$ cat src/clwfl_pkg.sv
`default_nettype none

package clwfl_pkg;

  // Number of cells in the store.
  localparam int unsigned CAPACITY = 16;
  // Bits to index one cell.
  localparam int unsigned IDX_W = $clog2(CAPACITY);
  // Bits of a link: a cell index or the null code.
  localparam int unsigned PTR_W = $clog2(CAPACITY + 1);
  // A link that points nowhere holds the cell count.
  localparam logic [PTR_W-1:0] NIL = PTR_W'(CAPACITY);

  localparam int unsigned VAL_W = 32;

  typedef enum logic [1:0] {
    KIND_PUSH_FRONT = 2'd0,
    KIND_PUSH_BACK  = 2'd1,
    KIND_DELETE     = 2'd2,
    KIND_LIST       = 2'd3
  } kind_e;

  typedef enum logic [1:0] {
    STATUS_DONE      = 2'd0,
    STATUS_FULL      = 2'd1,
    STATUS_EMPTY     = 2'd2,
    STATUS_NOT_FOUND = 2'd3
  } status_e;

  typedef enum logic [2:0] {
    ST_IDLE,
    ST_CMD,
    ST_WALK,
    ST_DEL_CMP,
    ST_DEL_FREE,
    ST_LIST
  } state_e;

endpackage

`default_nettype wire

$ cat src/cursor_list_with_free_list.sv
// Sequence: an insert at the front, an insert into a full store, or any operation on an
// empty list loads its result in ST_CMD, after the item is accepted in ST_IDLE. An insert
// at the end then steps through ST_WALK once per list element; a delete steps through
// ST_DEL_CMP once per element compared, then ST_DEL_FREE to free the cell; a listing
// loads one result per element in ST_LIST. The block works on one item at a time.
// Reset: the list is empty and the free list chains every cell in index order.
`default_nettype none

module cursor_list_with_free_list (
  input  wire logic        clk_i,
  input  wire logic        rst_ni,
  // Input item.
  input  wire logic        s_axis_tvalid,
  output logic             s_axis_tready,
  input  wire logic [31:0] s_axis_tdata,   // [31:0] value
  input  wire logic [1:0]  s_axis_tuser,   // [1:0] kind
  // Result item.
  output logic             m_axis_tvalid,
  input  wire logic        m_axis_tready,
  output logic      [31:0] m_axis_tdata,   // [31:0] item
  output logic      [1:0]  m_axis_tuser,   // [1:0] status
  output logic             m_axis_tlast    // last
);

  import clwfl_pkg::*;

  // Sequencer state and the operation being worked on.
  state_e             state_q, state_d;
  kind_e              kind_q, kind_d;
  logic [VAL_W-1:0]   value_q, value_d;

  // Walk cursor, the cell before it, and the cell taken for an insert at the end.
  logic [PTR_W-1:0]   cur_q, cur_d;
  logic [PTR_W-1:0]   prev_q, prev_d;
  logic [PTR_W-1:0]   cell_q, cell_d;

  logic [PTR_W-1:0]   list_head_q, list_head_d;
  logic [PTR_W-1:0]   free_head_q, free_head_d;

  // Link store: flip-flops, since reset must chain the cells. One read and one
  // write port, used once per cycle.
  logic [PTR_W-1:0]   links_q [CAPACITY];
  logic               lk_we;
  logic [IDX_W-1:0]   lk_waddr;
  logic [PTR_W-1:0]   lk_wdata;
  logic [IDX_W-1:0]   lk_raddr;
  logic [PTR_W-1:0]   lk_rdata;

  // Value store. Its read address follows the next cursor, so the registered
  // read data always belongs to the cell under the current cursor.
  logic               val_we;
  logic [VAL_W-1:0]   val_rdata;

  // Output register.
  logic               out_valid_q, out_valid_d;
  status_e            out_status_q, out_status_d;
  logic [VAL_W-1:0]   out_item_q, out_item_d;
  logic               out_last_q, out_last_d;
  logic               can_emit;
  logic               load;

  assign lk_rdata = links_q[lk_raddr];
  assign can_emit = !out_valid_q || m_axis_tready;

  clwfl_ram #(
    .WIDTH (VAL_W),
    .DEPTH (CAPACITY)
  ) u_values (
    .clk_i   (clk_i),
    .we_i    (val_we),
    .waddr_i (free_head_q[IDX_W-1:0]),
    .wdata_i (value_q),
    .raddr_i (cur_d[IDX_W-1:0]),
    .rdata_o (val_rdata)
  );

  always_ff @(posedge clk_i or negedge rst_ni) begin
    if (!rst_ni) begin
      state_q     <= ST_IDLE;
      list_head_q <= NIL;
      free_head_q <= '0;
      out_valid_q <= 1'b0;
      cur_q       <= NIL;
      prev_q      <= NIL;
      for (int i = 0; i < CAPACITY; i++) begin
        links_q[i] <= PTR_W'(i + 1);
      end
    end else begin
      state_q     <= state_d;
      list_head_q <= list_head_d;
      free_head_q <= free_head_d;
      out_valid_q <= out_valid_d;
      cur_q       <= cur_d;
      prev_q      <= prev_d;
      if (lk_we) begin
        links_q[lk_waddr] <= lk_wdata;
      end
    end
  end

  // Payload registers carry no reset. The result payload changes only when a
  // new result is loaded, so a waiting result stays intact.
  always_ff @(posedge clk_i) begin
    kind_q  <= kind_d;
    value_q <= value_d;
    cell_q  <= cell_d;
    if (load) begin
      out_status_q <= out_status_d;
      out_item_q   <= out_item_d;
      out_last_q   <= out_last_d;
    end
  end

  always_comb begin
    state_d      = state_q;
    kind_d       = kind_q;
    value_d      = value_q;
    cur_d        = cur_q;
    prev_d       = prev_q;
    cell_d       = cell_q;
    list_head_d  = list_head_q;
    free_head_d  = free_head_q;
    lk_we        = 1'b0;
    lk_waddr     = cur_q[IDX_W-1:0];
    lk_wdata     = NIL;
    lk_raddr     = cur_q[IDX_W-1:0];
    val_we       = 1'b0;
    load         = 1'b0;
    out_status_d = out_status_q;
    out_item_d   = out_item_q;
    out_last_d   = out_last_q;

    // A single result for everything but a listing: zero item, marked last.
    out_status_d = STATUS_DONE;
    out_item_d   = '0;
    out_last_d   = 1'b1;

    unique case (state_q)
      ST_IDLE: begin
        if (s_axis_tvalid) begin
          kind_d  = kind_e'(s_axis_tuser);
          value_d = s_axis_tdata;
          state_d = ST_CMD;
        end
      end

      ST_CMD: begin
        // The link read in this state looks up the successor of the free head.
        lk_raddr = free_head_q[IDX_W-1:0];
        if (can_emit) begin
          unique case (kind_q)
            KIND_PUSH_FRONT, KIND_PUSH_BACK: begin
              if (free_head_q == NIL) begin
                load         = 1'b1;
                out_status_d = STATUS_FULL;
                state_d      = ST_IDLE;
              end else begin
                // Take the cell at the front of the free list and fill it.
                val_we      = 1'b1;
                free_head_d = lk_rdata;
                lk_we       = 1'b1;
                lk_waddr    = free_head_q[IDX_W-1:0];
                if (kind_q == KIND_PUSH_FRONT) begin
                  lk_wdata    = list_head_q;
                  list_head_d = free_head_q;
                  load        = 1'b1;
                  state_d     = ST_IDLE;
                end else begin
                  lk_wdata = NIL;
                  if (list_head_q == NIL) begin
                    list_head_d = free_head_q;
                    load        = 1'b1;
                    state_d     = ST_IDLE;
                  end else begin
                    cur_d   = list_head_q;
                    cell_d  = free_head_q;
                    state_d = ST_WALK;
                  end
                end
              end
            end
            KIND_DELETE, KIND_LIST: begin
              if (list_head_q == NIL) begin
                load         = 1'b1;
                out_status_d = STATUS_EMPTY;
                state_d      = ST_IDLE;
              end else begin
                cur_d   = list_head_q;
                prev_d  = NIL;
                state_d = (kind_q == KIND_DELETE) ? ST_DEL_CMP : ST_LIST;
              end
            end
            default: begin
              state_d = ST_IDLE;
            end
          endcase
        end
      end

      // Step to the tail, then hook the new cell behind it.
      ST_WALK: begin
        if (lk_rdata == NIL) begin
          if (can_emit) begin
            lk_we    = 1'b1;
            lk_waddr = cur_q[IDX_W-1:0];
            lk_wdata = cell_q;
            load     = 1'b1;
            state_d  = ST_IDLE;
          end
        end else begin
          cur_d = lk_rdata;
        end
      end

      // Compare the cell under the cursor; on a match unlink it.
      ST_DEL_CMP: begin
        if (val_rdata == value_q) begin
          if (prev_q == NIL) begin
            list_head_d = lk_rdata;
          end else begin
            lk_we    = 1'b1;
            lk_waddr = prev_q[IDX_W-1:0];
            lk_wdata = lk_rdata;
          end
          state_d = ST_DEL_FREE;
        end else if (lk_rdata == NIL) begin
          if (can_emit) begin
            load         = 1'b1;
            out_status_d = STATUS_NOT_FOUND;
            state_d      = ST_IDLE;
          end
        end else begin
          prev_d = cur_q;
          cur_d  = lk_rdata;
        end
      end

      // Push the unlinked cell onto the front of the free list.
      ST_DEL_FREE: begin
        if (can_emit) begin
          lk_we       = 1'b1;
          lk_waddr    = cur_q[IDX_W-1:0];
          lk_wdata    = free_head_q;
          free_head_d = cur_q;
          load        = 1'b1;
          state_d     = ST_IDLE;
        end
      end

      // One result per element; the cell whose link is null is the last.
      ST_LIST: begin
        out_item_d = val_rdata;
        out_last_d = (lk_rdata == NIL);
        if (can_emit) begin
          load = 1'b1;
          if (lk_rdata == NIL) begin
            state_d = ST_IDLE;
          end else begin
            cur_d = lk_rdata;
          end
        end
      end

      default: begin
        state_d = ST_IDLE;
      end
    endcase

    if (load) begin
      out_valid_d = 1'b1;
    end else if (m_axis_tready) begin
      out_valid_d = 1'b0;
    end else begin
      out_valid_d = out_valid_q;
    end
  end

  assign s_axis_tready = (state_q == ST_IDLE);
  assign m_axis_tvalid = out_valid_q;
  assign m_axis_tdata  = out_item_q;
  assign m_axis_tuser  = out_status_q;
  assign m_axis_tlast  = out_last_q;

  // The list and the free list never start at the same cell.
  a_heads_disjoint: assert property (@(posedge clk_i) disable iff (!rst_ni)
    !(list_head_q == free_head_q && list_head_q != NIL))
    else $error("list head and free head share a cell");

  // Once an item is taken, the block is busy on the following cycle.
  a_busy_after_accept: assert property (@(posedge clk_i) disable iff (!rst_ni)
    s_axis_tvalid && s_axis_tready |=> !s_axis_tready)
    else $error("input accepted again right after an accept");

  // The final element of a listing ends the operation.
  a_list_ends: assert property (@(posedge clk_i) disable iff (!rst_ni)
    state_q == ST_LIST && load && lk_rdata == NIL |=> state_q == ST_IDLE)
    else $error("listing continued past its last element");

  // A result is loaded only when the output register is free or draining.
  a_no_overwrite: assert property (@(posedge clk_i) disable iff (!rst_ni)
    load |-> (!out_valid_q || m_axis_tready))
    else $error("pending result overwritten");

endmodule

`default_nettype wire

$ cat src/clwfl_ram.sv
`default_nettype none

module clwfl_ram #(
  parameter int unsigned WIDTH = 32,
  parameter int unsigned DEPTH = 16
) (
  input  wire logic                     clk_i,
  input  wire logic                     we_i,
  input  wire logic [$clog2(DEPTH)-1:0] waddr_i,
  input  wire logic [WIDTH-1:0]         wdata_i,
  input  wire logic [$clog2(DEPTH)-1:0] raddr_i,
  output logic      [WIDTH-1:0]         rdata_o
);

  logic [WIDTH-1:0] mem_q [DEPTH];

  always_ff @(posedge clk_i) begin
    if (we_i) begin
      mem_q[waddr_i] <= wdata_i;
    end
    rdata_o <= mem_q[raddr_i];
  end

endmodule

`default_nettype wire
$ cat config.mk
export PLATFORM = sky130hd
export DESIGN_NAME = cursor_list_with_free_list
export DESIGN_NICKNAME = d
export VERILOG_FILES = /design/src/clwfl_pkg.sv /design/src/cursor_list_with_free_list.sv /design/src/clwfl_ram.sv
export SDC_FILE = /design/constraint.sdc
export NUM_CORES = 1
export LEC_CHECK = 0
export ABC_AREA = 1
export BUFFER_PORTS_ARGS = -buffer_cell sky130_fd_sc_hd__buf_2
export CAP_MARGIN = 15
export CORE_MARGIN = 8
export CORE_UTILIZATION = 50
export DETAILED_ROUTE_END_ITERATION = 8
export PLACE_DENSITY = 0.78
export SLEW_MARGIN = 15
export SYNTH_ARGS = -nofsm -noshare
export SYNTH_HDL_FRONTEND = slang
export SYNTH_SLANG_ARGS = --single-unit
$ cat constraint.sdc
create_clock -name clk_i -period 4.8 [get_ports clk_i]
set_input_delay 0.72 -clock clk_i [delete_from_list [all_inputs] [get_ports clk_i]]
set_output_delay 0.72 -clock clk_i [all_outputs]
set_load 0.02 [all_outputs]
==> run metrics, run 1 <==
outcome=finished clean; synthesized cell area=0.0323 mm²; IO Port Bufs=74; area growth from synthesis to layout=13.6%; Final Cell Area=0.0367 mm²; share of cells above drive strength 1=12.4%; Worst Hold Class=primary input to asynchronous set/reset pin; largest family of logic cells by synthesized area=simple AND/OR/NAND/NOR gates; # hold bufs at CTS=0; Worst path most repeated cell=nand3_1; Yosys warnings=0; nets=3,286; first-pass GRT wire length=129,000 µm; CTS tree=done; largest net degree at the start of global routing=121; routed vias=23,300; Clk Tree Root Cell=clkbuf_16; Worst Setup End Kind=flip-flop; RSZ-0062 raised after global routing=false; Syn Inst Count=3,167; Max-cap violations=0; Period Utilization, post-route=91.8%; sequential share of the synthesized area=64.6%; initial core utilization=50.3%; Setup Skew=0.0308 ns; Die Footprint=0.0730 mm²; slowest stage delay, CP=0.67 ns; Fmax=0.227 GHz; initial antenna violation count=1; number of synthesized flops with an enable pin=586; DRT iter0 DRCs=2,979; Synth Flop Type=edfxtp_1; Post-Route WL=83,700 µm; CP Cell Sequence=inv_2 -> nand3_2 -> o21ai_2 -> buf_4 -> nand3_1 -> nand3_1 -> nand3_1 -> nand2_1 -> inv_2 -> nand3_4 -> nand2_1 -> nand3_1 -> nand2_1 -> o21ai_4 -> buf_4 -> nand3_1 -> nand3_1 -> nand3_1 -> nand2_1; top cell type by total area after synthesis=edfxtp_1; post-CTS resize count=0; vias in the first global route=22,500; Post-Synth Simple-Gate Area=23.5%; clock buffer depth=3; #FFs+latches synth=722; R2R Path Start=state_q[2]; fin crit period=4.40 ns; die width=270 µm; worst skew pair latency=0.64 ns; router iterations before antenna repair=6; CTS Buf Count=77; Die Y=270 µm; Cell Area, Placed=0.0341 mm²; Sink Count=722; Placer Congestion=0.943; gr usage total=22.4%; post-DP HPWL=48,800 µm; H-tree Lvls=3; # DRC=0; max-slew violation count=0; Worst Setup Start Kind=flip-flop; Slew @ Worst Pin=1.23 ns; Synth Area in Compound Gates=2.47%; Core Area=0.0642 mm²; Netlist cell types=48; synth top area cells=edfxtp_1 54%, nand3_1 10%, nand2_1 7.1%; crit-path max FO=31; Via-to-Cell Ratio=5.59; grt ovf=0; Critical-path top delay cell=o21ai_2; Worst Path Required=5.36 ns; Final Hold Vio Count=0; sum of negative setup slack=0 ns; worst endpoint data arrival time=4.96 ns; DR WL/cell=20.1 µm; Final Setup Violations=0; CP Class=flip-flop to flip-flop; Detail Route Antenna Nets=0; Adder-Cell Fraction of Synth Area=0%; Mapped Nets=3,205; IO Pins=75; worst setup path start=state_q[2]; Slew headroom=18.0%; Syn Area/Cell=10.2 µm²; Post-CTS Setup Inserts=0; fillers=5,164; post-synthesis mux area share=0.0348%; row count=93; Yosys top cell area share=54.5%; Worst-path clk slew=0.06 ns; Synth Area in XOR/XNOR=0.515%; asr flop ratio synth=14.4%
[synth_stat cells, drive strengths merged, types with 2 or more instances]
library cell / count
nand3: 673
nand2: 621
edfxtp: 586
inv: 550
nand3b: 131
buf: 114
nor2: 107
o21ai: 80
dfrtp: 68
clkbuf: 48
dfstp: 36
dfxtp: 32
a21oi: 27
nand4: 16
xor2: 16
nor3: 11
o211ai: 9
o22ai: 7
nor4: 5
a31oi: 4
or2: 4
a211oi: 3
clkinv: 3
o221ai: 3
xnor2: 3
o21a: 2
o31ai: 2
[kinds of logic after synthesis]
| group | Yosys count |
|---|---|
| AO/OA/AOI/OAI | 140 |
| AND/OR/NAND/NOR | 1570 |
| XOR/XNOR | 19 |
| multiplexers | 1 |
| buffers and inverters | 715 |
| flip-flops | 722 |
[worst paths after layout]
path | slack (ns) | end | depth (start not counted)
worst max-delay path | 0.40 | u_values.rdata_o[8] | 19
worst min-delay path | 0.25 | links_q[1] | 1
worst max register to register | 0.40 | u_values.rdata_o[8] | 19
worst min register to register | 0.46 | links_q[66] | 2
max in group asynchronous | 3.50 | links_q[43] | 2
min in group clk_i | 0.25 | value_q[13] | 1
[sequential cells by signal, summed over array words and instances, names as in the netlist]
signal	count
m_axis_tdata	32
m_axis_tvalid	1
kind_q	2
m_axis_tlast	1
cur_q	5
m_axis_tuser	2
cell_q	5
u_values.mem_q	512
state_q	3
free_head_q	5
links_q	80
list_head_q	5
u_values.rdata_o	32
prev_q	5
value_q	32
[placed cells by master (no fill, tap or decap), types with 28 or more instances in the layout]
cell | Yosys | routed
nor2_4 | 12 | 28
nand3b_1 | 131 | 131
nand3_1 | 667 | 666
dfxtp_1 | 32 | 32
dfstp_2 | 36 | 36
edfxtp_1 | 586 | 586
buf_4 | 8 | 73
dfrtp_1 | 68 | 68
clkbuf_16 | 0 | 78
o21ai_0 | 36 | 36
nand2_1 | 614 | 612
o21ai_1 | 42 | 39
nor2_1 | 87 | 71
buf_2 | 100 | 73
inv_1 | 527 | 527
[final cells by class]
type	instances	area, µm²	area share (%)
clock inverter	49	621	1.69
sequential	722	20900	56.9
timing repair buffer	164	1270	3.47
multi-input combinational	1730	8770	23.9
tap	855	1070	2.91
clock buffer	91	2020	5.50
antenna	1	2.50	0.00681
inverter	553	2080	5.67
[worst max-delay path: cells and delay by family (launching register included)]
kind	cells	cell delay (ns)
simple gates	13	1.74
compound gates	2	1.12
buf+inv	4	0.98
flops	1	0.49
[through the flow]
stage                     setup slack, ns  hold slack [ns]  util (%)  std cells
after floorplan                      1.22            0.424         -       3167
after global placement              0.625            0.448      53.1       4024
after detailed placement            0.503            0.455      53.1       4024
after CTS                           0.452            0.227      57.2       4164
after global routing                0.148            0.239      57.2       4164
final                               0.396            0.247      57.2       4165
[per-layer routing]
metal  GRT usage (%)  share of wire [%]  vias to the layer above
met4            9.81                3.6                        0
li1                -                  -                    10700
met5               0                  0                        -
met1            30.2                 40                    11100
met2            35.4                 46                     1275
met3            4.28                9.8                      228
Power of run 1 is left out: the tool's default activity adds up to more than one toggle a clock period on the data nets, which glitch-free logic cannot reach.
==> run 2: changes to the inputs <==
--- a/config.mk
+++ b/config.mk
@@ -9,9 +9,11 @@
 export BUFFER_PORTS_ARGS = -buffer_cell sky130_fd_sc_hd__buf_2
 export CAP_MARGIN = 15
 export CORE_MARGIN = 8
-export CORE_UTILIZATION = 50
+export CORE_UTILIZATION = 40
+export CTS_CLUSTER_DIAMETER = 100
 export DETAILED_ROUTE_END_ITERATION = 8
-export PLACE_DENSITY = 0.78
+export MAX_ROUTING_LAYER = met4
+export PLACE_DENSITY = 0.67
 export SLEW_MARGIN = 15
 export SYNTH_ARGS = -nofsm -noshare
 export SYNTH_HDL_FRONTEND = slang
==> run 2 against run 1 <==
Count of clock-buffer cells in the layout up 4. Register-to-register slack better by 0.29 ns. Worst hold slack worse by 0.028 ns. Sequential share of layout area down 0.35 points. Cell area up 0.61%. Maximum frequency up 7.2%. First-iteration DRC count down 19%. Non-clock buffer count down 3.
==> run metrics, run 2 (same netlist as run 1, synthesis figures left out) <==
outcome=finished clean; most common cell after layout, fill and taps aside=nand3_1; max FFs per register=512; Slew headroom=22.5%; Top reg by flops=u_values.mem_q; nets=3,282; Placer Congestion=0.920; vias in the first global route=21,900; Final Hold Vio Count=0; CP Class=flip-flop to flip-flop; post-CTS resize count=0; max-slew violation count=0; router iterations before antenna repair=6; Final Setup Violations=0; top routing layer in use=met4; crit-path max FO=23; WL met1=37,100 µm; Max-cap violations=0; placed cell count=4,226; Die Footprint=0.0901 mm²; Final Util=46.0%; H-tree Lvls=3; CTS Buf Count=76; die width=300 µm; worst endpoint data arrival time=4.69 ns; Core Area=0.0803 mm²; Worst Setup End Kind=flip-flop; Fmax=0.243 GHz; FF-to-FF setup slack=0.69 ns; Via-to-Cell Ratio=5.21; largest net degree at the start of global routing=100; Cell Area, Placed=0.0344 mm²; sum of negative setup slack=0 ns; share of cells above drive strength 1=12.1%; first-pass GRT wire length=131,000 µm; CTS tree=done; Sink Count=722; gr usage total=19.1%; Worst Path Required=5.38 ns; RSZ-0062 raised after global routing=false; Routed met2 length=39,100 µm; initial core utilization=40.3%; fin crit period=4.11 ns; DRT iter0 DRCs=2,419; # hold bufs at CTS=0; Detail Route Antenna Nets=0; Die Y=300 µm; initial antenna violation count=4; Slew @ Worst Pin=1.16 ns; worst reg2reg path endpoint=u_values.rdata_o[19]; post-DP HPWL=48,800 µm; Post-CTS Setup Inserts=0; worst setup path start=value_q[26]; met3 routed WL=6570 µm; row count=104; Setup Skew=0.0291 ns; routed vias=22,800; # DRC=0; commonest non-fill, non-tap cells in the layout=666 x nand3_1, 612 x nand2_1, 586 x edfxtp_1; Worst Hold Class=primary input to asynchronous set/reset pin; Reg2Reg Depth=11; top flop regs=u_values.mem_q (512), links_q (80); IO Port Bufs=74; post-route insts no fill=4,370; worst skew pair latency=0.63 ns; R2R Path Start=value_q[26]; Period Utilization, post-route=85.6%; clock buffer depth=3; grt ovf=0; Final Cell Area=0.0370 mm²; IO Pins=75; area growth from synthesis to layout=14.3%; Clk Tree Root Cell=clkbuf_16; Post-Route WL=85,200 µm; DR WL/cell=19.5 µm; Worst-path clk slew=0.06 ns; Worst Setup Start Kind=flip-flop
[run 2: changes by cell type in the layout (fill, tap and decap cells not counted), sizes merged]
cell      before  now
bufinv        10    9
clkbuf        91   95
clkinv        35   32
diode          1    3
inv          553  556
clkinvlp       4    2
buf          164  161
[run 2: stage by stage]
step	setup WS [ns]	hold slack (ns)
finish	0.690	0.219
global route	0.355	0.234
CTS	0.720	0.226
detailed placement	0.776	0.453
global placement	0.796	0.450
floorplan	1.22	0.424
[run 2: layout make-up]
cell class                 instances  area, µm²
fill                            7207      43300
clock inverter                    46        534
timing repair buffer             161       1350
clock buffer                      95       1990
tap                             1060       1330
inverter                         553       2080
sequential                       722      20900
antenna                            3       7.51
multi-input combinational       1730       8770
[run 2: how the worst max path moves through the flow]
| stage | end | slack [ns] |
|---|---|---|
| finish | u_values.rdata_o[19] | 0.69 |
| global route | links_q[41] | 0.36 |
| CTS | u_values.rdata_o[20] | 0.72 |
| detailed placement | u_values.mem_q[8][26] | 0.78 |
| global placement | u_values.mem_q[8][28] | 0.80 |
| floorplan | kind_q[0] | 1.22 |
[run 2: worst max-delay path, stage by stage (launching register included)]
cell and delay [ns]:
edfxtp_1 0.62, xor2_1 0.28, nor4_1 0.61, nand2_1 0.11, nor2_1 0.14, nand2_1 0.22, nor2_2 0.24, inv_1 0.26
o21ai_4 0.96, buf_4 0.40, nand3_1 0.14, nand2_1 0.08
[run 2: layer usage]
| metal | GRT usage, % | vias up |
|---|---|---|
| met2 | 29.3 | 945 |
| met5 | - | - |
| li1 | - | 10700 |
| met1 | 26.0 | 10900 |
| met4 | 5.79 | 0 |
| met3 | 3.32 | 174 |
Power of run 2 is left out for the same reason.
